==> src/design/hgfp_pkg.sv <==
package hgfp_pkg;

  // Grid geometry and data widths.
  localparam int POINT_BITS  = 12;
  localparam int MAX_POINTS  = 1 << POINT_BITS;
  localparam int HEIGHT_BITS = 16;
  localparam int ROW_BITS    = POINT_BITS + 1;
  localparam int TOL_BITS    = 16;
  // Candidate neighbor indexes are signed and may fall off either end of the grid.
  localparam int CAND_BITS   = POINT_BITS + 3;

  // Visited tags: an entry counts as visited when its tag equals the current walk tag.
  localparam int EPOCH_BITS  = 8;
  localparam logic [EPOCH_BITS-1:0] EPOCH_FIRST = EPOCH_BITS'(1);
  localparam logic [EPOCH_BITS-1:0] EPOCH_LAST  = {EPOCH_BITS{1'b1}};

  // Column divider: quotient bits retired per cycle.
  localparam int DIV_BITS  = 4;
  localparam int DIV_STEPS = POINT_BITS / DIV_BITS;

  // Configuration port.
  localparam int CFG_IDX_BITS  = 2;
  localparam int CFG_DATA_BITS = 16;

  typedef enum logic [CFG_IDX_BITS-1:0] {
    CFG_ROW_LENGTH  = 2'd0,
    CFG_POINT_TOTAL = 2'd1,
    CFG_CLIMB_TOL   = 2'd2
  } hgfp_cfg_idx_t;

  typedef enum logic [1:0] {
    CMD_LOAD  = 2'd0,
    CMD_START = 2'd1,
    CMD_STEP  = 2'd2
  } hgfp_cmd_t;

  typedef struct packed {
    hgfp_cmd_t               command;
    logic [POINT_BITS-1:0]   point_index;
    logic [HEIGHT_BITS-1:0]  height_value;
  } hgfp_in_t;

  typedef struct packed {
    logic [POINT_BITS-1:0] from_point;
    logic [POINT_BITS-1:0] to_point;
    logic                  moved;
    logic                  walk_done;
  } hgfp_out_t;

  // Effective configuration: row length never zero, point total clamped to the store.
  typedef struct packed {
    logic [ROW_BITS-1:0] row_length;
    logic [ROW_BITS-1:0] point_total;
    logic [TOL_BITS-1:0] climb_tolerance;
  } hgfp_cfg_t;

  typedef struct packed {
    logic                  start;
    logic [POINT_BITS-1:0] dividend;
    logic [ROW_BITS-1:0]   divisor;
  } hgfp_div_req_t;

  typedef struct packed {
    logic                  done;
    logic [POINT_BITS-1:0] remainder;
  } hgfp_div_rsp_t;

endpackage

==> src/design/hgfp_div.sv <==
module hgfp_div (
  input  logic                   clk,
  input  logic                   rst_n,
  input  hgfp_pkg::hgfp_div_req_t req,
  output hgfp_pkg::hgfp_div_rsp_t rsp
);

  localparam int CNT_BITS = $clog2(hgfp_pkg::DIV_STEPS);

  logic                              busy_r, busy_nxt;
  logic                              done_r, done_nxt;
  logic [CNT_BITS-1:0]               cnt_r, cnt_nxt;
  logic [hgfp_pkg::ROW_BITS-1:0]     rem_r, rem_nxt;
  logic [hgfp_pkg::POINT_BITS-1:0]   num_r, num_nxt;
  logic [hgfp_pkg::ROW_BITS-1:0]     den_r, den_nxt;
  logic [hgfp_pkg::ROW_BITS-1:0]     rem_step;
  logic [hgfp_pkg::POINT_BITS-1:0]   num_step;

  // Restoring division, several quotient bits per cycle; only the remainder is kept.
  always_comb begin
    rem_step = rem_r;
    num_step = num_r;
    for (int i = 0; i < hgfp_pkg::DIV_BITS; i++) begin
      rem_step = {rem_step[hgfp_pkg::ROW_BITS-2:0], num_step[hgfp_pkg::POINT_BITS-1]};
      num_step = {num_step[hgfp_pkg::POINT_BITS-2:0], 1'b0};
      if (rem_step >= den_r) begin
        rem_step = rem_step - den_r;
      end
    end
  end

  always_comb begin
    busy_nxt = busy_r;
    done_nxt = done_r;
    cnt_nxt  = cnt_r;
    rem_nxt  = rem_r;
    num_nxt  = num_r;
    den_nxt  = den_r;
    if (req.start) begin
      busy_nxt = 1'b1;
      done_nxt = 1'b0;
      cnt_nxt  = '0;
      rem_nxt  = '0;
      num_nxt  = req.dividend;
      den_nxt  = req.divisor;
    end else if (busy_r) begin
      rem_nxt = rem_step;
      num_nxt = num_step;
      cnt_nxt = CNT_BITS'(cnt_r + 1'b1);
      if (cnt_r == CNT_BITS'(hgfp_pkg::DIV_STEPS - 1)) begin
        busy_nxt = 1'b0;
        done_nxt = 1'b1;
      end
    end
  end

  always_ff @(posedge clk) begin
    if (!rst_n) begin
      busy_r <= 1'b0;
      done_r <= 1'b0;
      cnt_r  <= '0;
    end else begin
      busy_r <= busy_nxt;
      done_r <= done_nxt;
      cnt_r  <= cnt_nxt;
    end
    rem_r <= rem_nxt;
    num_r <= num_nxt;
    den_r <= den_nxt;
  end

  assign rsp.done      = done_r;
  assign rsp.remainder = rem_r[hgfp_pkg::POINT_BITS-1:0];

  a_rem_below_divisor: assert property (@(posedge clk) disable iff (!rst_n)
    done_r |-> (rem_r < den_r))
    else $error("column remainder not below the row length");

endmodule

==> config.mk <==
export PLATFORM = sky130hd
export DESIGN_NAME = hgfp_div
export DESIGN_NICKNAME = d
export VERILOG_FILES = /design/src/design/hgfp_pkg.sv /design/src/design/hgfp_div.sv
export SDC_FILE = /design/constraint.sdc
export NUM_CORES = 1
export LEC_CHECK = 0
export ABC_AREA = 0
export BUFFER_PORTS_ARGS = -buffer_cell sky130_fd_sc_hd__buf_2
export CAP_MARGIN = 20
export CORE_MARGIN = 5
export CORE_UTILIZATION = 55
export DETAILED_ROUTE_END_ITERATION = 16
export PLACE_DENSITY_LB_ADDON = 0.3
export SKIP_LAST_GASP = 1
export SYNTH_ARGS = -nofsm -noshare
export SYNTH_HDL_FRONTEND = slang
export SYNTH_SLANG_ARGS = --single-unit
==> constraint.sdc <==
create_clock -name clk -period 7.59 [get_ports clk]
set_input_delay 1.518 -clock clk [delete_from_list [all_inputs] [get_ports clk]]
set_output_delay 1.518 -clock clk [all_outputs]
set_load 0.05 [all_outputs]
Word level (Yosys, flattened, before mapping):

Cells that the tools add are included.

* output and inout bits: 13
* flip-flop bits (word level): 41

* bitwise logic cells: 1
* muxes and demuxes: 9
* add/subtract/negate cells: 5
* reduce and logical (&&, ||, !) cells: 3
* equality and inequality tests: 1
* magnitude comparators: 4

Operators with widths (count)
* 12-bit 2-to-1 mux: 6
* 13-bit greater-or-equal comparator: 4
* 12-bit subtractor: 4
* 1-bit 2-to-1 mux: 3
* 2-bit by 1-bit adder with 2-bit output (second input constant): 1
* 2-bit == test (second input constant): 1
* 2-bit AND reduction: 1
* 2-bit nonzero test: 1
* 2-bit OR reduction: 1
* 1-bit inverter: 1

Depth between registers and ports, before layout:

* word-level depth: 8
* depth in mapped cells: 36

Worst setup path after synthesis:

OpenSTA, ideal clock, no wires.

* path kind: flip-flop to flip-flop
* start: register rem_r[0] (netlist bit)
* end: register rem_r[9] (netlist bit)
* path buffers: 3
* clock period less this slack: 8.031 ns
* data arrival time: 7.940 ns
* cell stages (with the launch flop): 34
* setup time: 0.091 ns
* path slack: -0.441 ns
* cells stage by stage: dfxtp_1 ha_1 nor2b_1 o2111a_1 or3_1 a311o_1 a21o_1 nand3_1 nand2_1 ha_1 and3_1 and2_1 a22o_1 nor3_2 mux2_2 inv_1 ha_1 nor2b_1 o31a_1 or3_1 a21oi_1 a221o_1 buf_2 buf_4 mux2i_1 ha_1 nor2b_1 o2111ai_1 nand4_1 a311oi_1 o31ai_1 clkbuf_1 a31o_2 a311oi_1

* cells in the longest elaborated chain, start to end: 8

Ends and longest elaborated chain
* start: declaration: line hgfp_div.sv:13 `logic [hgfp_pkg::ROW_BITS-1:0] rem_r, rem_nxt;`
* start signal: assignment: line hgfp_div.sv:67 `rem_r <= rem_nxt;`
* 12-bit subtractor / 13-bit greater-or-equal comparator (equally long branches): line hgfp_div.sv:27, hgfp_div.sv:26
* 12-bit 2-to-1 mux (*): line hgfp_div.sv:26 `if (rem_step >= den_r) begin`
* 12-bit subtractor / 13-bit greater-or-equal comparator (equally long branches): line hgfp_div.sv:27, hgfp_div.sv:26
* 12-bit 2-to-1 mux (*): line hgfp_div.sv:26
* 12-bit subtractor / 13-bit greater-or-equal comparator (equally long branches): line hgfp_div.sv:27, hgfp_div.sv:26
* 12-bit 2-to-1 mux (*): line hgfp_div.sv:26
* 12-bit subtractor / 13-bit greater-or-equal comparator (equally long branches): line hgfp_div.sv:27, hgfp_div.sv:26
* 12-bit 2-to-1 mux (*): line hgfp_div.sv:26

Mark *: on every way between the ends. The rest lies on a longest branch, timed or not.
A chain may end at the register's enable or synchronous reset.

Worst setup path in the final report:

* start: register num_r[11] (netlist bit)
* end: register rem_r[7] (netlist bit)

* cells in the longest elaborated chain, start to end: 8

Ends and longest elaborated chain
* start: declaration: line hgfp_div.sv:14 `logic [hgfp_pkg::POINT_BITS-1:0] num_r, num_nxt;`
* start signal: assignment: line hgfp_div.sv:68 `num_r <= num_nxt;`
* 12-bit subtractor / 13-bit greater-or-equal comparator (equally long branches): line hgfp_div.sv:27, hgfp_div.sv:26
* 12-bit 2-to-1 mux (*): line hgfp_div.sv:26
* 12-bit subtractor / 13-bit greater-or-equal comparator (equally long branches): line hgfp_div.sv:27, hgfp_div.sv:26
* 12-bit 2-to-1 mux (*): line hgfp_div.sv:26
* 12-bit subtractor / 13-bit greater-or-equal comparator (equally long branches): line hgfp_div.sv:27, hgfp_div.sv:26
* 12-bit 2-to-1 mux (*): line hgfp_div.sv:26
* 12-bit subtractor / 13-bit greater-or-equal comparator (equally long branches): line hgfp_div.sv:27, hgfp_div.sv:26
* 12-bit 2-to-1 mux (*): line hgfp_div.sv:26

Marked as above.

==> summary.md <==
| Metric | Value |
|---|---|
| Critical R2R Capture | rem_r[7] |
| Worst EP arrival | 7.90 ns |
| Failing checks | negative setup slack |
| RSZ-0062 raised after global routing | yes |
| Critical path class | flop to flop |
| Total GRT Usage | 25.7% |
| Final Cycle Share | 102% |
| WP data required | 7.78 ns |
| Clock Skews | 0.0103 ns |
| Syn-to-layout area delta | 33.8% |
| Most frequent cells in the layout | 64 x buf_4, 40 x buf_2, 36 x ha_1, 34 x nor2_1, 31 x inv_1 |
| I/O Buffers | 40 |
| Placer Congestion | 0.948 |
| Die width | 98.9 um |
| Pre-antenna DRT Iters | 7 |
| Synth warn | 0 |
| R2r worst-path depth | 35 |
| CTS Sinks | 41 |
| Worst rel slew slack | 48.3% |
| Total negative slack | -0.667 ns |
| Post-cts hold buffer count | 0 |
| Worst-skew pair later-pin latency | 0.30 ns |
| Hold Path Sink | done_r |
| Inserted Clock Buffers | 5 |
| Die footprint | 0.00978 sq mm |
| Final setup vio count | 11 |
| Remaining Overflow, GRT | 0 |
| Final core occ | 75.3% |
| Worst slew pin tran | 0.774 ns |
| Post-Syn Area per Cell | 8.78 sq um |
| Predominant post-synthesis flop cell | edfxtp_1 |
| DR WL/cell | 20.0 um |
| Cell Rows | 32 |
| HP Start | done_r |
| Drt via density | 6.33 |
| Diodes inserted | 0 |
| Vias | 4461 |
| Synth unique cells | 65 |
| Post-route setup slack | -0.115 ns |
| Clk buf depth | 2 |
| EDFF count, synth | 25 |
| Core Region | 0.00773 sq mm |
| Crit-path slowest cell | a311oi_2 |
| R2r setup slk | -0.11 ns |
| Slew Viols, Final | 0 |
| # DRC | 0 |
| Placed Area | 0.00506 sq mm |
| Syn_nets | 580 |
| Most common cell after layout, fill and taps aside | buf_4 |
| Fmax | 130 MHz |
| WL final | 14100 um |
| Post-synthesis register bit count | 41 |
| CP Max Fanout | 7 |
| Hold Fails Final Rpt | 0 |
| Crit path capture type | flop |
| CP startpoint kind | flop |
| Max-Cap Viols | 0 |
| Sequential area share after synthesis | 24.6% |
| Hold Path Stages | 2 |
| CTS Root Cell | clkbuf_8 |
| Vias in the first global route | 4291 |
| CTS tree | yes |
| Period minus WS final | 7.70 ns |
| Initial antenna violation count | 0 |
| Antenna Nets Post-Route | 0 |
| Die H | 98.9 um |
| Number of fill cells | 529 |
| First-pass GRT wire length | 20500 um |
| Share of cells above drive strength 1 | 37.1% |
| Clock slew at reported path FFs | 0.10 ns |
| CTS H-tree lvls | 2 |
| Largest stage delay, worst path | 0.46 ns |
| Fin nets | 687 |
| Post-Synthesis Cell Area | 0.00435 sq mm |
| Status | complete, but fails checks |
| Worst Setup SP | num_r[11] |
| Ys async rst share | 0% |
| Final HPWL DP | 10300 um |
| Starting Density | 56.3% |
| First DRT Iteration DRCs | 400 |
| I/O Pins | 41 |
| Final Instance Area | 0.00582 sq mm |
| Syn Inst Count | 495 |
| Worst min-delay path class | flop to flop |
| Largest net degree at the start of global routing | 38 |
| RR Startpoint | num_r[11] |
cells by family after synthesis:
logic type,after synthesis,synth area share [%]
AO/OA/AOI/OAI,137,22.2
XOR/XNOR,31,6.24
adder cells (fa/ha/maj),57,17.1
buffers and inverters,46,4.20
flip-flops,41,24.6
multiplexers,30,7.60
AND/OR/NAND/NOR,153,18.1
layout make-up:
type	count	area [sq um]	share of cell area [%]
clock buffer	5	68.8	1.18
clock inverter	3	25.0	0.430
inverter	35	131	2.26
timing repair buffer	111	791	13.6
multi-input combinational	408	3600	61.9
sequential	41	1070	18.4
tap	102	128	2.19
what timing repair did:
action,in CTS,in global routing
resized for setup,13,86
endpoints found under the setup margin,12,12
buffers inserted,4,17
gates cloned,0,1
pin swaps,8,39
worst max-delay path: cells and delay by family (launching register included):
family	cells	cell delay (ns)
multiplexers	3	0.94
buffers and inverters	7	0.95
flip-flops	1	0.39
AO/OA/AOI/OAI	13	2.83
XOR/XNOR	1	0.06
adder cells (fa/ha/maj)	5	1.37
AND/OR/NAND/NOR	6	1.04
how the worst max path moves through the flow:
stage / slack (ns) / endpoint
after floorplan: -0.01 / rem_r[9]
after global placement: 0.0006 / rem_r[7]
after detailed placement: -0.24 / rem_r[1]
after CTS: 0.007 / rem_r[10]
after global routing: -0.32 / rem_r[9]
final: -0.11 / rem_r[7]
cells in the mapped netlist, types with 3 or more instances:
cell      number  area [sq um]
ha_1          53           663
nor2_1        36           135
inv_1         35           131
nand2_1       32           120
o21ai_0       27           135
a21oi_1       26           130
edfxtp_1      25           751
nand3_1       19          95.1
xnor2_1       19           166
mux2_2        18           203
dfxtp_1       16           320
a21o_1        15           113
xor2_1        12           105
nor3_1        10          50.1
mux2i_1        9          90.1
nor2b_1        9          56.3
a31oi_1        8          50.1
or3_1          8          50.1
and2_1         7          43.8
o21a_1         7          52.6
clkbuf_1       6          22.5
nand2b_1       6          37.5
o31ai_1        6          45.0
a211oi_1       5          37.5
nand4_1        5          31.3
a311oi_1       4          35.0
and3_1         4          25.0
fa_1           4          80.1
o211ai_1       4          30.0
o21bai_1       4          30.0
or2_2          4          25.0
and4_1         3          26.3
o21ai_1        3          15.0
o31a_1         3          26.3
metrics by stage:
| stage | setup slack, ns | cells | hold slack, ns |
|---|---|---|---|
| final | -0.115 | 705 | 0.486 |
| after CTS | 0.00726 | 690 | 0.486 |
| after global routing | -0.319 | 705 | 0.520 |
| after floorplan | -0.0147 | 495 | 0.438 |
| after global placement | 0.000646 | 678 | 0.450 |
| after detailed placement | -0.236 | 678 | 0.461 |
flip-flops by register name (all words and copies together) (netlist names):
name	cells
rem_r	12
den_r	13
num_r	12
done_r	1
cnt_r	2
busy_r	1
metal layers:
metal / up-vias / track usage [%] / part of all wire [%]
li1: 2064 / - / -
met1: 2157 / 35.9 / 42
met2: 209 / 42.7 / 48
met3: 31 / 2.62 / 7.4
met4: 0 / 6.51 / 2.2
met5: - / 0 / 0
Power is left out: the tool's default activity adds up to more than one toggle a clock period on the data nets, which glitch-free logic cannot reach.
