==> src/design/hgfp_pkg.sv <==
package hgfp_pkg;

  // Grid geometry and data widths.
  localparam int POINT_BITS  = 12;
  localparam int MAX_POINTS  = 1 << POINT_BITS;
  localparam int HEIGHT_BITS = 16;
  localparam int ROW_BITS    = POINT_BITS + 1;
  localparam int TOL_BITS    = 16;
  // Candidate neighbor indexes are signed and may fall off either end of the grid.
  localparam int CAND_BITS   = POINT_BITS + 3;

  // Visited tags: an entry counts as visited when its tag equals the current walk tag.
  localparam int EPOCH_BITS  = 8;
  localparam logic [EPOCH_BITS-1:0] EPOCH_FIRST = EPOCH_BITS'(1);
  localparam logic [EPOCH_BITS-1:0] EPOCH_LAST  = {EPOCH_BITS{1'b1}};

  // Column divider: quotient bits retired per cycle.
  localparam int DIV_BITS  = 4;
  localparam int DIV_STEPS = POINT_BITS / DIV_BITS;

  // Configuration port.
  localparam int CFG_IDX_BITS  = 2;
  localparam int CFG_DATA_BITS = 16;

  typedef enum logic [CFG_IDX_BITS-1:0] {
    CFG_ROW_LENGTH  = 2'd0,
    CFG_POINT_TOTAL = 2'd1,
    CFG_CLIMB_TOL   = 2'd2
  } hgfp_cfg_idx_t;

  typedef enum logic [1:0] {
    CMD_LOAD  = 2'd0,
    CMD_START = 2'd1,
    CMD_STEP  = 2'd2
  } hgfp_cmd_t;

  typedef struct packed {
    hgfp_cmd_t               command;
    logic [POINT_BITS-1:0]   point_index;
    logic [HEIGHT_BITS-1:0]  height_value;
  } hgfp_in_t;

  typedef struct packed {
    logic [POINT_BITS-1:0] from_point;
    logic [POINT_BITS-1:0] to_point;
    logic                  moved;
    logic                  walk_done;
  } hgfp_out_t;

  // Effective configuration: row length never zero, point total clamped to the store.
  typedef struct packed {
    logic [ROW_BITS-1:0] row_length;
    logic [ROW_BITS-1:0] point_total;
    logic [TOL_BITS-1:0] climb_tolerance;
  } hgfp_cfg_t;

  typedef struct packed {
    logic                  start;
    logic [POINT_BITS-1:0] dividend;
    logic [ROW_BITS-1:0]   divisor;
  } hgfp_div_req_t;

  typedef struct packed {
    logic                  done;
    logic [POINT_BITS-1:0] remainder;
  } hgfp_div_rsp_t;

endpackage

==> src/design/hgfp_ctrl.sv <==
module hgfp_ctrl (
  input  logic                                clk,
  input  logic                                rst_n,
  input  logic                                in_fire,
  input  hgfp_pkg::hgfp_in_t                  in_data,
  output logic                                busy,
  input  hgfp_pkg::hgfp_cfg_t                 cfg,
  output hgfp_pkg::hgfp_div_req_t             div_req,
  input  hgfp_pkg::hgfp_div_rsp_t             div_rsp,
  output logic [hgfp_pkg::POINT_BITS-1:0]     rd_addr,
  input  logic [hgfp_pkg::HEIGHT_BITS-1:0]    hgt_rdata,
  input  logic [hgfp_pkg::EPOCH_BITS-1:0]     vis_rdata,
  output logic                                hgt_we,
  output logic [hgfp_pkg::POINT_BITS-1:0]     hgt_waddr,
  output logic [hgfp_pkg::HEIGHT_BITS-1:0]    hgt_wdata,
  output logic                                vis_we,
  output logic [hgfp_pkg::POINT_BITS-1:0]     vis_waddr,
  output logic [hgfp_pkg::EPOCH_BITS-1:0]     vis_wdata,
  input  logic                                out_free,
  output logic                                res_valid,
  output hgfp_pkg::hgfp_out_t                 res_data
);

  typedef enum logic [2:0] {
    ST_CLEAR,
    ST_IDLE,
    ST_CUR,
    ST_CAND,
    ST_LAST,
    ST_FINISH
  } st_t;

  // Neighbor visiting order.
  typedef enum logic [2:0] {
    NB_UP,
    NB_DOWN,
    NB_DOWN_LEFT,
    NB_UP_LEFT,
    NB_LEFT,
    NB_RIGHT,
    NB_UP_RIGHT,
    NB_DOWN_RIGHT
  } nb_t;

  localparam int PB = hgfp_pkg::POINT_BITS;
  localparam int HB = hgfp_pkg::HEIGHT_BITS;
  localparam int CB = hgfp_pkg::CAND_BITS;

  st_t                            state_r, state_nxt;
  nb_t                            k_r, k_nxt;
  hgfp_pkg::hgfp_cmd_t            cmd_r, cmd_nxt;
  logic [PB-1:0]                  idx_r, idx_nxt;
  logic [HB-1:0]                  hval_r, hval_nxt;
  logic [PB-1:0]                  cur_r, cur_nxt;
  logic                           fin_r, fin_nxt;
  logic [hgfp_pkg::EPOCH_BITS-1:0] epoch_r, epoch_nxt;
  logic [PB-1:0]                  clr_cnt_r, clr_cnt_nxt;
  logic                           lim_pend_r, lim_pend_nxt;
  logic [HB:0]                    limit_r, limit_nxt;
  logic                           ev_vld_r, ev_vld_nxt;
  logic [PB-1:0]                  ev_id_r, ev_id_nxt;
  logic                           found_r, found_nxt;
  logic [HB-1:0]                  best_h_r, best_h_nxt;
  logic [PB-1:0]                  best_id_r, best_id_nxt;

  logic signed [CB-1:0] cur_ext, w_ext, total_ext, row_term, col_term, cand_id;
  logic                 need_left, need_right, col_ok, slot_ok, hold, take, commit;

  assign cur_ext   = signed'(CB'(cur_r));
  assign w_ext     = signed'(CB'(cfg.row_length));
  assign total_ext = signed'(CB'(cfg.point_total));

  always_comb begin
    row_term   = '0;
    col_term   = '0;
    need_left  = 1'b0;
    need_right = 1'b0;
    case (k_r)
      NB_UP:         begin row_term = -w_ext; end
      NB_DOWN:       begin row_term = w_ext; end
      NB_DOWN_LEFT:  begin row_term = w_ext;  col_term = -CB'(1); need_left = 1'b1; end
      NB_UP_LEFT:    begin row_term = -w_ext; col_term = -CB'(1); need_left = 1'b1; end
      NB_LEFT:       begin col_term = -CB'(1); need_left = 1'b1; end
      NB_RIGHT:      begin col_term = CB'(1); need_right = 1'b1; end
      NB_UP_RIGHT:   begin row_term = -w_ext; col_term = CB'(1); need_right = 1'b1; end
      NB_DOWN_RIGHT: begin row_term = w_ext;  col_term = CB'(1); need_right = 1'b1; end
      default:       begin row_term = '0; end
    endcase
  end

  assign cand_id = cur_ext + row_term + col_term;

  always_comb begin
    col_ok = 1'b1;
    if (need_left) begin
      col_ok = (div_rsp.remainder != '0);
    end else if (need_right) begin
      col_ok = ((hgfp_pkg::ROW_BITS'(div_rsp.remainder) + hgfp_pkg::ROW_BITS'(1))
                < cfg.row_length);
    end
  end

  assign slot_ok = !cand_id[CB-1] && (cand_id < total_ext) && col_ok;
  // Side and diagonal neighbors need the column, which the divider supplies.
  assign hold    = (need_left || need_right) && !div_rsp.done;

  assign rd_addr = (state_r == ST_CAND) ? cand_id[PB-1:0] : cur_r;

  // A candidate read issued last cycle is judged against the running best.
  assign take = ev_vld_r && ((HB+1)'(hgt_rdata) <= limit_r) && (vis_rdata != epoch_r)
                && (!found_r || (hgt_rdata < best_h_r));

  assign commit = (state_r == ST_FINISH) && out_free;

  always_comb begin
    state_nxt    = state_r;
    k_nxt        = k_r;
    cmd_nxt      = cmd_r;
    idx_nxt      = idx_r;
    hval_nxt     = hval_r;
    cur_nxt      = cur_r;
    fin_nxt      = fin_r;
    epoch_nxt    = epoch_r;
    clr_cnt_nxt  = clr_cnt_r;
    lim_pend_nxt = 1'b0;
    limit_nxt    = limit_r;
    ev_vld_nxt   = 1'b0;
    ev_id_nxt    = ev_id_r;
    found_nxt    = found_r;
    best_h_nxt   = best_h_r;
    best_id_nxt  = best_id_r;

    if (lim_pend_r) begin
      limit_nxt = (HB+1)'(hgt_rdata) + (HB+1)'(cfg.climb_tolerance);
    end
    if (take) begin
      found_nxt   = 1'b1;
      best_h_nxt  = hgt_rdata;
      best_id_nxt = ev_id_r;
    end

    case (state_r)
      ST_CLEAR: begin
        clr_cnt_nxt = PB'(clr_cnt_r + 1'b1);
        if (clr_cnt_r == {PB{1'b1}}) begin
          state_nxt = ST_IDLE;
        end
      end
      ST_IDLE: begin
        if (in_fire) begin
          cmd_nxt  = in_data.command;
          idx_nxt  = in_data.point_index;
          hval_nxt = in_data.height_value;
          if ((in_data.command == hgfp_pkg::CMD_STEP) && !fin_r) begin
            state_nxt = ST_CUR;
          end else begin
            state_nxt = ST_FINISH;
          end
        end
      end
      ST_CUR: begin
        found_nxt    = 1'b0;
        lim_pend_nxt = 1'b1;
        k_nxt        = NB_UP;
        state_nxt    = ST_CAND;
      end
      ST_CAND: begin
        if (!hold) begin
          ev_vld_nxt = slot_ok;
          ev_id_nxt  = cand_id[PB-1:0];
          if (k_r == NB_DOWN_RIGHT) begin
            state_nxt = ST_LAST;
          end else begin
            k_nxt = nb_t'(3'(k_r + 3'd1));
          end
        end
      end
      ST_LAST: begin
        state_nxt = ST_FINISH;
      end
      ST_FINISH: begin
        if (out_free) begin
          state_nxt = ST_IDLE;
          case (cmd_r)
            hgfp_pkg::CMD_START: begin
              cur_nxt = idx_r;
              fin_nxt = 1'b0;
              if (epoch_r == hgfp_pkg::EPOCH_LAST) begin
                epoch_nxt   = hgfp_pkg::EPOCH_FIRST;
                clr_cnt_nxt = '0;
                state_nxt   = ST_CLEAR;
              end else begin
                epoch_nxt = hgfp_pkg::EPOCH_BITS'(epoch_r + 1'b1);
              end
            end
            hgfp_pkg::CMD_STEP: begin
              if (!fin_r) begin
                if (found_r) begin
                  cur_nxt = best_id_r;
                end else begin
                  fin_nxt = 1'b1;
                end
              end
            end
            default: begin
              cur_nxt = cur_r;
            end
          endcase
        end
      end
      default: begin
        state_nxt = ST_IDLE;
      end
    endcase
  end

  always_ff @(posedge clk) begin
    if (!rst_n) begin
      state_r    <= ST_CLEAR;
      k_r        <= NB_UP;
      cur_r      <= '0;
      fin_r      <= 1'b1;
      epoch_r    <= hgfp_pkg::EPOCH_FIRST;
      clr_cnt_r  <= '0;
      lim_pend_r <= 1'b0;
      ev_vld_r   <= 1'b0;
      found_r    <= 1'b0;
    end else begin
      state_r    <= state_nxt;
      k_r        <= k_nxt;
      cur_r      <= cur_nxt;
      fin_r      <= fin_nxt;
      epoch_r    <= epoch_nxt;
      clr_cnt_r  <= clr_cnt_nxt;
      lim_pend_r <= lim_pend_nxt;
      ev_vld_r   <= ev_vld_nxt;
      found_r    <= found_nxt;
    end
    cmd_r     <= cmd_nxt;
    idx_r     <= idx_nxt;
    hval_r    <= hval_nxt;
    limit_r   <= limit_nxt;
    ev_id_r   <= ev_id_nxt;
    best_h_r  <= best_h_nxt;
    best_id_r <= best_id_nxt;
  end

  assign busy = (state_r != ST_IDLE);

  assign div_req.start    = in_fire && (in_data.command == hgfp_pkg::CMD_STEP);
  assign div_req.dividend = cur_r;
  assign div_req.divisor  = cfg.row_length;

  assign hgt_we    = commit && (cmd_r == hgfp_pkg::CMD_LOAD);
  assign hgt_waddr = idx_r;
  assign hgt_wdata = hval_r;

  assign vis_we    = (state_r == ST_CLEAR)
                     || (commit && (cmd_r == hgfp_pkg::CMD_STEP) && !fin_r && found_r);
  assign vis_waddr = (state_r == ST_CLEAR) ? clr_cnt_r : best_id_r;
  assign vis_wdata = (state_r == ST_CLEAR) ? '0 : epoch_r;

  assign res_valid = commit;

  always_comb begin
    res_data.from_point = cur_r;
    res_data.to_point   = cur_r;
    res_data.moved      = 1'b0;
    res_data.walk_done  = fin_r;
    case (cmd_r)
      hgfp_pkg::CMD_START: begin
        res_data.from_point = idx_r;
        res_data.to_point   = idx_r;
        res_data.walk_done  = 1'b0;
      end
      hgfp_pkg::CMD_STEP: begin
        if (!fin_r && found_r) begin
          res_data.to_point  = best_id_r;
          res_data.moved     = 1'b1;
          res_data.walk_done = 1'b0;
        end else begin
          res_data.walk_done = 1'b1;
        end
      end
      default: begin
        res_data.moved = 1'b0;
      end
    endcase
  end

  a_mark_not_current: assert property (@(posedge clk) disable iff (!rst_n)
    (vis_we && (state_r == ST_FINISH)) |-> (vis_waddr != cur_r))
    else $error("walk marked its own current point");

  a_best_within_limit: assert property (@(posedge clk) disable iff (!rst_n)
    found_r |-> ((HB+1)'(best_h_r) <= limit_r))
    else $error("chosen neighbor lies above the climb limit");

  a_column_in_time: assert property (@(posedge clk) disable iff (!rst_n)
    ((state_r == ST_CAND) && (k_r == NB_DOWN_LEFT)) |-> div_rsp.done)
    else $error("column not ready when side neighbors are reached");

endmodule

==> config.mk <==
export PLATFORM = sky130hd
export DESIGN_NAME = hgfp_ctrl
export DESIGN_NICKNAME = d
export VERILOG_FILES = /design/src/design/hgfp_pkg.sv /design/src/design/hgfp_ctrl.sv
export SDC_FILE = /design/constraint.sdc
export NUM_CORES = 1
export LEC_CHECK = 0
export BUFFER_PORTS_ARGS = -buffer_cell sky130_fd_sc_hd__buf_4
export CORE_UTILIZATION = 53
export DETAILED_ROUTE_END_ITERATION = 16
export GPL_TIMING_DRIVEN = 0
export PLACE_DENSITY = 0.79
export SLEW_MARGIN = 15
export SYNTH_ARGS = -nofsm -noshare
export SYNTH_HDL_FRONTEND = slang
export SYNTH_SLANG_ARGS = --single-unit
==> constraint.sdc <==
create_clock -name clk -period 6.6 [get_ports clk]
set_input_delay 0.66 -clock clk [delete_from_list [all_inputs] [get_ports clk]]
set_output_delay 0.66 -clock clk [all_outputs]
set_load 0.02 [all_outputs]
# After elaboration in Yosys (flattened, before gate mapping)

Index checks and enable logic that the tools add are counted.

Add/subtract/negate cells: 8
Bitwise operators: 3
Reductions and logical operators: 42
Shift-type cells: 0
$lt $le $gt $ge: 4
Muxes and demuxes: 39
Div/mod/pow operators: 0
Multipliers: 0
Eq/ne operators: 29

Operator list:

| cell                  | number |
|---|---|
| $mux 12               | 8 |
| $pmux 12 s2           | 3 |
| $pmux 15 s2           | 2 |
| $mux 3                | 8 |
| $eq 3x3->1 const B    | 6 |
| $pmux 3 s6            | 1 |
| $add 16x16->17        | 1 |
| $le 16x17->1          | 1 |
| $lt 16x16->1          | 1 |
| $mux 8                | 2 |
| $add 13x15->15        | 1 |
| $add 15x15->15        | 1 |
| $lt 15x14->1          | 1 |
| $neg 13->15           | 1 |
| $reduce_or 3->1       | 5 |
| $logic_and 1x1->1     | 14 |
| $ne 2x2->1 const B    | 7 |
| $add 12x1->13 const B | 1 |
| $lt 13x13->1          | 1 |
| $mux 13               | 1 |
| $add 12x1->12 const B | 1 |
| $eq 12x12->1 const B  | 1 |
| $eq 3x2->1 const B    | 4 |
| $reduce_bool 12->1    | 1 |
| 23 further kinds      | 52 |

Bits in read-only memories: 0
Bits in writable memories: 0
Logic and storage cells: 141
Latch bits: 0
Memories: 0
Bits of input ports: 113
Flip-flop bits (word level): 129

# Logic depth before layout (Yosys ltp)

Gate-level depths: netlist of the first run.

Word-level depth: 8
Mapped depth: 22
Depth with buffers taken out: 21

# Worst setup path after synthesis of the first run

Ideal clock, no wire load.

Kind: input to register
From: input port hgt_rdata[9] in the netlist's numbering
To: register best_h_r[0] (enable)
Path buffers: 0
Stages on the path: 6
Path slack: 1661 ps
Data arrival time: 4455 ps
Required time: 6116 ps
Setup time: 484 ps
Path through: ha_1 a21o_1 a21o_1 a221oi_1 o22ai_1 nor4_1

Longest elaborated chain between the ends: 4

Ends and longest elaborated chain:

| element                        | line             | source |
|---|---|---|
| start: declaration             | hgfp_ctrl.sv:11  | `input logic [hgfp_pkg::HEIGHT_BITS-1:0] hgt_rdata,` |
| $le 16x17->1                   | hgfp_ctrl.sv:110 | `assign take = ev_vld_r && ((HB+1)'(hgt_rdata) <= limit_r) && (vis_rdata != epoch_r)` |
| $logic_and 1x1->1 (2 in a row) | hgfp_ctrl.sv:110 |  |
| $logic_and 1x1->1 (*)          | hgfp_ctrl.sv:111 | `&& (!found_r \|\| (hgt_rdata < best_h_r));` |
| named net take                 | hgfp_ctrl.sv:67  | `logic need_left, need_right, col_ok, slot_ok, hold, take, commit;` |
| end signal: assignment         | hgfp_ctrl.sv:244 | `best_h_r <= best_h_nxt;` |
| end: declaration               | hgfp_ctrl.sv:63  | `logic [HB-1:0] best_h_r, best_h_nxt;` |

Mark *: on every way through the listed nets, which the timed path passes. The rest lies on a longest branch.
A chain may end at the register's enable or synchronous reset.

# Worst setup path after layout of the first run

From: register k_r[1]
To: register ev_vld_r

Longest elaborated chain between the ends: 8

Ends and longest elaborated chain:

| element                            | line             | source |
|---|---|---|
| start: declaration                 | hgfp_ctrl.sv:50  | `nb_t k_r, k_nxt;` |
| start signal: assignment           | hgfp_ctrl.sv:230 | `k_r <= k_nxt;` |
| $eq 3x3->1 (tied with other cells) | hgfp_ctrl.sv:78  | `case (k_r)` |
| $reduce_or 3->1 (no line)          | --               |  |
| $pmux 15 s2                        | hgfp_ctrl.sv:78  |  |
| $add 13x15->15                     | hgfp_ctrl.sv:91  | `assign cand_id = cur_ext + row_term + col_term;` |
| $add 15x15->15 (*)                 | hgfp_ctrl.sv:91  |  |
| named net cand_id[11]              | hgfp_ctrl.sv:66  | `logic signed [CB-1:0] cur_ext, w_ext, total_ext, row_term, col_term, cand_id;` |
| $lt 15x14->1 (*)                   | hgfp_ctrl.sv:103 | `assign slot_ok = !cand_id[CB-1] && (cand_id < total_ext) && col_ok;` |
| $logic_and 1x1->1 (*) (2 in a row) | hgfp_ctrl.sv:103 |  |
| end signal: assignment             | hgfp_ctrl.sv:236 | `ev_vld_r <= ev_vld_nxt;` |
| end: declaration                   | hgfp_ctrl.sv:60  | `logic ev_vld_r, ev_vld_nxt;` |

Marks and branches as above.

==> results.md, run 1 <==
- Status: completed
- GPL Wtd Cong: 0.919
- DRC Markers: 0
- Leakage: 5.61 nW
- Hpwl dp: between 20000 and 25000 um
- Initial DRC Count: around 620
- FF+latch count, synth: 129
- Syn_area_per_cell: between 9 and 10 um^2
- Crit Path Category: reg -> reg
- Core Box Area: 17200 um^2
- Number of max-cap violations: 0
- Post-synthesis sequential area ratio: about 37%
- Final period util: 89.7%
- Post-synthesis cell count: 955
- Clk root buf: clkbuf_16
- Tmin final: 5920 ps
- Final TNS setup: 0 ps
- DRT antenna net count: 0
- DIE WIDTH: 135 um
- Cell Pwr Density: 181 nW/um^2
- TritonCTS Sinks: 129
- RSZ-0062 raised after global routing: false
- Hold_buf cts: 0
- First-pass GRT wire length: 39500 um
- Yosys top cell by area: edfxtp_1
- WHS: just over 400 ps
- Final Skew: 7.24 ps
- Total GRT Usage: 28.5%
- Nets: 1432
- CTS resizes: 0
- Clock slew at reported path FFs: 60 ps
- Final Hold Fails: 0
- CTS tree: yes
- Die Y: between 100 and 150 um
- Number of cell rows: 48
- Post-synth EDFFs: 87
- Largest fanout on the critical path: 10
- Post-CTS setup buffer count: 0
- Largest net degree at the start of global routing: 31
- Io pins: 229
- DR WL/cell: 17.8 um
- Share of cells above drive strength 1: 26.0%
- Clk buf depth: 2
- Initial core utilization: 54.0%
- Port Buffers: 227
- Critical Path Sink Type: flop
- Async S/R FF share, synth: 0%
- Area share of the largest cell type after synthesis: 28.1%
- Clock Latency Late Sink: 430 ps
- Syn_nets: 1182
- Area delta synth->final: 28.6%
- Required time worst endpoint: ~6900 ps
- Main area contributors after synthesis: edfxtp_1 28%, ha_1 13%, dfxtp_1 9.0%
- Hold Path Class: in -> reg
- Top_reg_cell synth: edfxtp_1
- Vias: 8148
- Post-Syn Area: slightly above 9000 um^2
- Remaining Overflow, GRT: 0
- Final setup viols: 0
- Fmax: ~170 MHz
- CTS buffer count: 17
- Crit path DAT: 6180 ps
- Ys Warns: 0
- Fin. max-slew vios: 0
- Die Footprint: 18100 um^2
- Drt pass-1 iters: 6
- Worst setup SP type: flop
- Peak supply drop: ~0.21 mV
- Max-slew headroom: around 37%
- Vias in the first global route: around 8k
- Vias/cell: 5.65
- H-tree depth: 4
- Initial antenna violation count: 1
- Synth cell types: 66
- Measured slew at the worst slew-check pin: about 940 ps
- Final WL: 25800 um
## per-stage QoR
step           total power, mW  cell area, um^2  setup slack [ps]  utilization, %  cells
3_3_place_gp              1.15            11300              -308            65.5   1407
2_1_floorplan             1.04             9310              1660               -    955
4_1_cts                   2.18            12000               322            69.5   1442
6_report                  2.17            12000               682            69.5   1443
3_5_place_dp              1.15            11300               461            65.8   1411
5_1_grt                   2.24            12000               266            69.5   1443
## worst max-delay path, cell delays in order (launching register included)
cell	delay, ps
dfxtp_1	540
inv_1	110
ha_1	240
mux2i_2	600
inv_1	460
fa_1	640
ha_1	250
inv_1	90
fa_1	410
nor2b_1	120
o21ai_0	120
a21oi_1	260
o21ai_0	240
xnor2_1	350
ha_1	320
nand4_1	110
o21ai_0	120
nor4_1	200
nand4_1	140
nor3_1	440
## synthesized netlist by cell type (14+ instances only)
library cell	instances
nand4_1	15
dfxtp_1	42
o21ai_0	45
nor2_1	49
clkbuf_1	19
a22o_1	18
edfxtp_1	87
and2_1	14
and3_1	15
nand2_1	79
inv_1	101
a21o_1	20
ha_1	100
fa_1	14
xnor2_1	47
xor2_1	14
nor2b_1	14
mux2_2	29
mux2i_1	15
a21oi_1	41
nand3_1	32
## report_power, final
part | internal (mW) | switching [mW]
Sequential | 0.867 | 0.00239
Clock | 0.666 | 0.366
Combinational | 0.136 | 0.135
## flip-flops by register name, indices dropped and copies added (netlist names)
name and cells:
clr_cnt_r 12, k_r 3, hgt_wdata 16, limit_r 17, found_r 1, hgt_waddr 12, cur_r 12, lim_pend_r 1
epoch_r 8, best_h_r 16, state_r 3, cmd_r 2, best_id_r 12, ev_id_r 12, ev_vld_r 1, fin_r 1
## placed cells by master, fill, tap and decap left out, drive strengths merged, types with 12 or more instances in the layout
| master | instances |
|---|---|
| buf | 249 |
| inv | 102 |
| ha | 100 |
| edfxtp | 87 |
| nand2 | 79 |
| nor2 | 49 |
| xnor2 | 47 |
| o21ai | 46 |
| dfxtp | 42 |
| a21oi | 41 |
| clkbuf | 37 |
| nand3 | 32 |
| mux2 | 29 |
| a21o | 20 |
| a22o | 18 |
| and3 | 15 |
| nand4 | 15 |
| mux2i | 15 |
| nor2b | 14 |
| xor2 | 14 |
| fa | 14 |
| and2 | 14 |
| o211a | 12 |
## routing by layer
layer,GRT usage (%),vias up,wire length [um]
li1,-,3922,-
met1,34.7,3822,10200
met2,50.0,345,13000
met3,3.34,59,1660
met4,13.9,0,910
met5,0,-,0
## cell families after synthesis
group	after synthesis	synth area share (%)
xor gates and xnor gates	61	5.74
buffers and inverters	139	6.26
and+or+nand+nor	266	14.5
AOI/OAI and AO/OA	202	14.9
adders and majority gates	114	16.4
muxes	44	5.12
DFF	129	37.1
## area by class of cell
cell class / count / area, um^2
inverters: 101 / 379
well taps: 225 / 282
fillers: 1306 / 5260
multi-input cells: 687 / 5290
clock buffers: 17 / 425
plain buffers: 38 / 204
clock inverters: 14 / 214
flip-flops and latches: 129 / 3450
repair buffers: 231 / 1730
diodes: 1 / 2.50
## worst paths after layout
check / from / to / slack, ps / cells after the start
worst min-delay path: in_data[11] / hgt_wdata[11]$_DFFE_PP_ / 400 / 1
worst max-delay path: k_r[1]$_SDFFE_PN0P_ / ev_vld_r$_SDFF_PP0_ / 680 / 19
worst max register to register: k_r[1]$_SDFFE_PN0P_ / ev_vld_r$_SDFF_PP0_ / 680 / 19
worst min register to register: ev_id_r[4]$_DFFE_PP_ / best_id_r[4]$_DFFE_PP_ / 420 / 0
No activity file was read; power rests on OpenSTA's default activity.
==> run 2, diff against run 1 <==
GPL_TIMING_DRIVEN = not set   (was 0)
==> results.md, run 2 (same netlist as run 1, synthesis figures left out) <==
- Leakage: around 5.5 nW
- Port Buffers: 228
- Register-to-Register Path Depth: 20
- CTS resizes: 0
- Max-slew headroom: 39.3%
- Crit path DAT: between 4000 and 5000 ps
- Most flops, register: limit_r
- Final WL: about 25000 um
- H-tree depth: 4
- Power Internal: 1.50 mW
- Initial DRC Count: around 450
- TritonCTS Sinks: 129
- Hpwl dp: slightly below 20000 um
- Worst setup SP type: flop
- Status: completed
- Combinational group share of total power: 13.0%
- Vias/cell: 5.70
- Crit Path Category: reg -> out
- Clock slew at reported path FFs: 70 ps
- Delay of the slowest cell on the worst path: 510 ps
- Tmin final: ~5400 ps
- Die Footprint: 18100 um^2
- Most common cell after layout, fill and taps aside: buf_4
- Final Skew: around 8.5 ps
- Core Util, Final: 68.0%
- First-pass GRT wire length: ~39000 um
- DR WL/cell: 17.6 um
- Post-route cell area: 11700 um^2
- Die Y: 135 um
- Required time worst endpoint: roughly 5900 ps
- Clk buf depth: 2
- Number of max-cap violations: 0
- Sequential Power Share: a little over two fifths
- Initial antenna violation count: 0
- Ant. Diodes: 0
- Worst R2R End: ev_vld_r$_SDFF_PP0_
- Nets: 1397
- Reg2Reg Launch Point: k_r[1]$_SDFFE_PN0P_
- R2R Setup Slk: 1530 ps
- Final period util: 82.6%
- GPL Wtd Cong: around 0.94
- Max reg flops: 17
- Total GRT Usage: 27.5%
- Hold Path Class: in -> reg
- Worst path slowest cell: fa_1
- Fill cell count: 1372
- DRT antenna net count: 0
- P_sw: 531 uW
- WHS: slightly above 400 ps
- Io pins: ~230
- Vias: 8021
- Worst path cell trace: ha_1, ha_1, o21bai_1, o21ai_1, o21ai_0, fa_1, ha_1, inv_1, fa_1, nor2b_1, o21ai_0, a21oi_1, o21ai_0, xnor2_1, mux2_2, buf_4
- Worst Setup Slack, final: 1150 ps
- Peak supply drop: 0.204 mV
- Post-CTS setup buffer count: 0
- RSZ-0062 raised after global routing: false
- Largest net degree at the start of global routing: 31
- WHS Path Cells: 1
- Number of cell rows: 48
- Place WS: 1560 ps
- Hold_buf cts: 0
- Clk root buf: clkbuf_16
- Vias in the first global route: 7689
- Initial core utilization: a little over half
- CTS buffer count: 17
- Placement Cell Area: 11200 um^2
- Commonest non-fill, non-tap cells in the layout: 234 x buf_4, 101 x inv_1, 100 x ha_1, 87 x edfxtp_1, 79 x nand2_1
- DRC Markers: 0
- Drt pass-1 iters: 5
- Switch share: 26.2%
- Hold Path End: hgt_wdata[9]$_DFFE_PP_
- Clk pwr share: 44.1%
- Fmax: 184 MHz
- Core Box Area: 17200 um^2
- Hold Crit Start: in_data[9]
- DIE WIDTH: 135 um
- Clock Latency Late Sink: 430 ps
- Critical Path Sink Type: output pin
- Final Hold Fails: 0
- CP Launch Point: k_r[1]$_SDFFE_PN0P_
- Area delta synth->final: 25.9%
- Largest fanout on the critical path: 10
- CTS tree: yes
- Final TNS setup: 0 ps
- Fin. max-slew vios: 0
- Remaining Overflow, GRT: 0
- Final setup viols: 0
- Share of cells above drive strength 1: 25.8%
- Measured slew at the worst slew-check pin: 911 ps
- Cell Pwr Density: 173 nW/um^2
-- run 2: metal layers --
metal | global-route usage, % | wire length (um) | vias to the layer above
met2 | 47.6 | 12100 | 317
met3 | 3.19 | 1500 | 53
met4 | 12.5 | 783 | 0
met1 | 34.5 | 10400 | 3795
li1 | - | - | 3856
met5 | 0 | 0 | -
-- run 2: power groups by stage --
| stage | Clock [mW] | Combinational [mW] | Sequential (mW) |
|---|---|---|---|
| finish | 0.894 | 0.264 | 0.869 |
| global route | 0.939 | 0.291 | 0.868 |
| CTS | 0.904 | 0.264 | 0.869 |
| detailed placement | 0 | 0.262 | 0.886 |
| global placement | 0 | 0.255 | 0.886 |
| floorplan | 0 | 0.155 | 0.886 |
-- run 2: worst max-delay path, delay by kind of cell, from the launching register on --
kind | cells | cell delay, ps
fa+ha+maj | 5 | 1640
compound gates | 6 | 1440
flops | 1 | 410
mux | 1 | 300
buf+inv | 2 | 230
xor+xnor | 1 | 220
simple gates | 1 | 130
-- run 2: area by class of cell --
class / instances / area [um^2] / share of cell area, %
well taps: 225 / 282 / 2.40
clock inverters: 15 / 140 / 1.20
multi-input cells: 687 / 5290 / 45.1
clock buffers: 17 / 425 / 3.63
repair buffers: 234 / 1760 / 15.0
flip-flops and latches: 129 / 3450 / 29.5
inverters: 101 / 379 / 3.23
-- run 2: metrics by stage --
stage / instances / total power, mW
after global placement: 1376 / 1.14
after CTS: 1408 / 2.04
after floorplan: 955 / 1.04
final: 1408 / 2.03
after detailed placement: 1376 / 1.15
after global routing: 1408 / 2.10
-- run 2: how the worst max path moves through the flow --
| stage | end | depth (start not counted) |
|---|---|---|
| final | rd_addr[11] | 16 |
| after global routing | rd_addr[11] | 16 |
| after CTS | rd_addr[11] | 17 |
| after detailed placement | ev_vld_r$_SDFF_PP0_ | 19 |
| after global placement | rd_addr[11] | 16 |
| after floorplan | best_h_r[0]$_DFFE_PP_ | 6 |
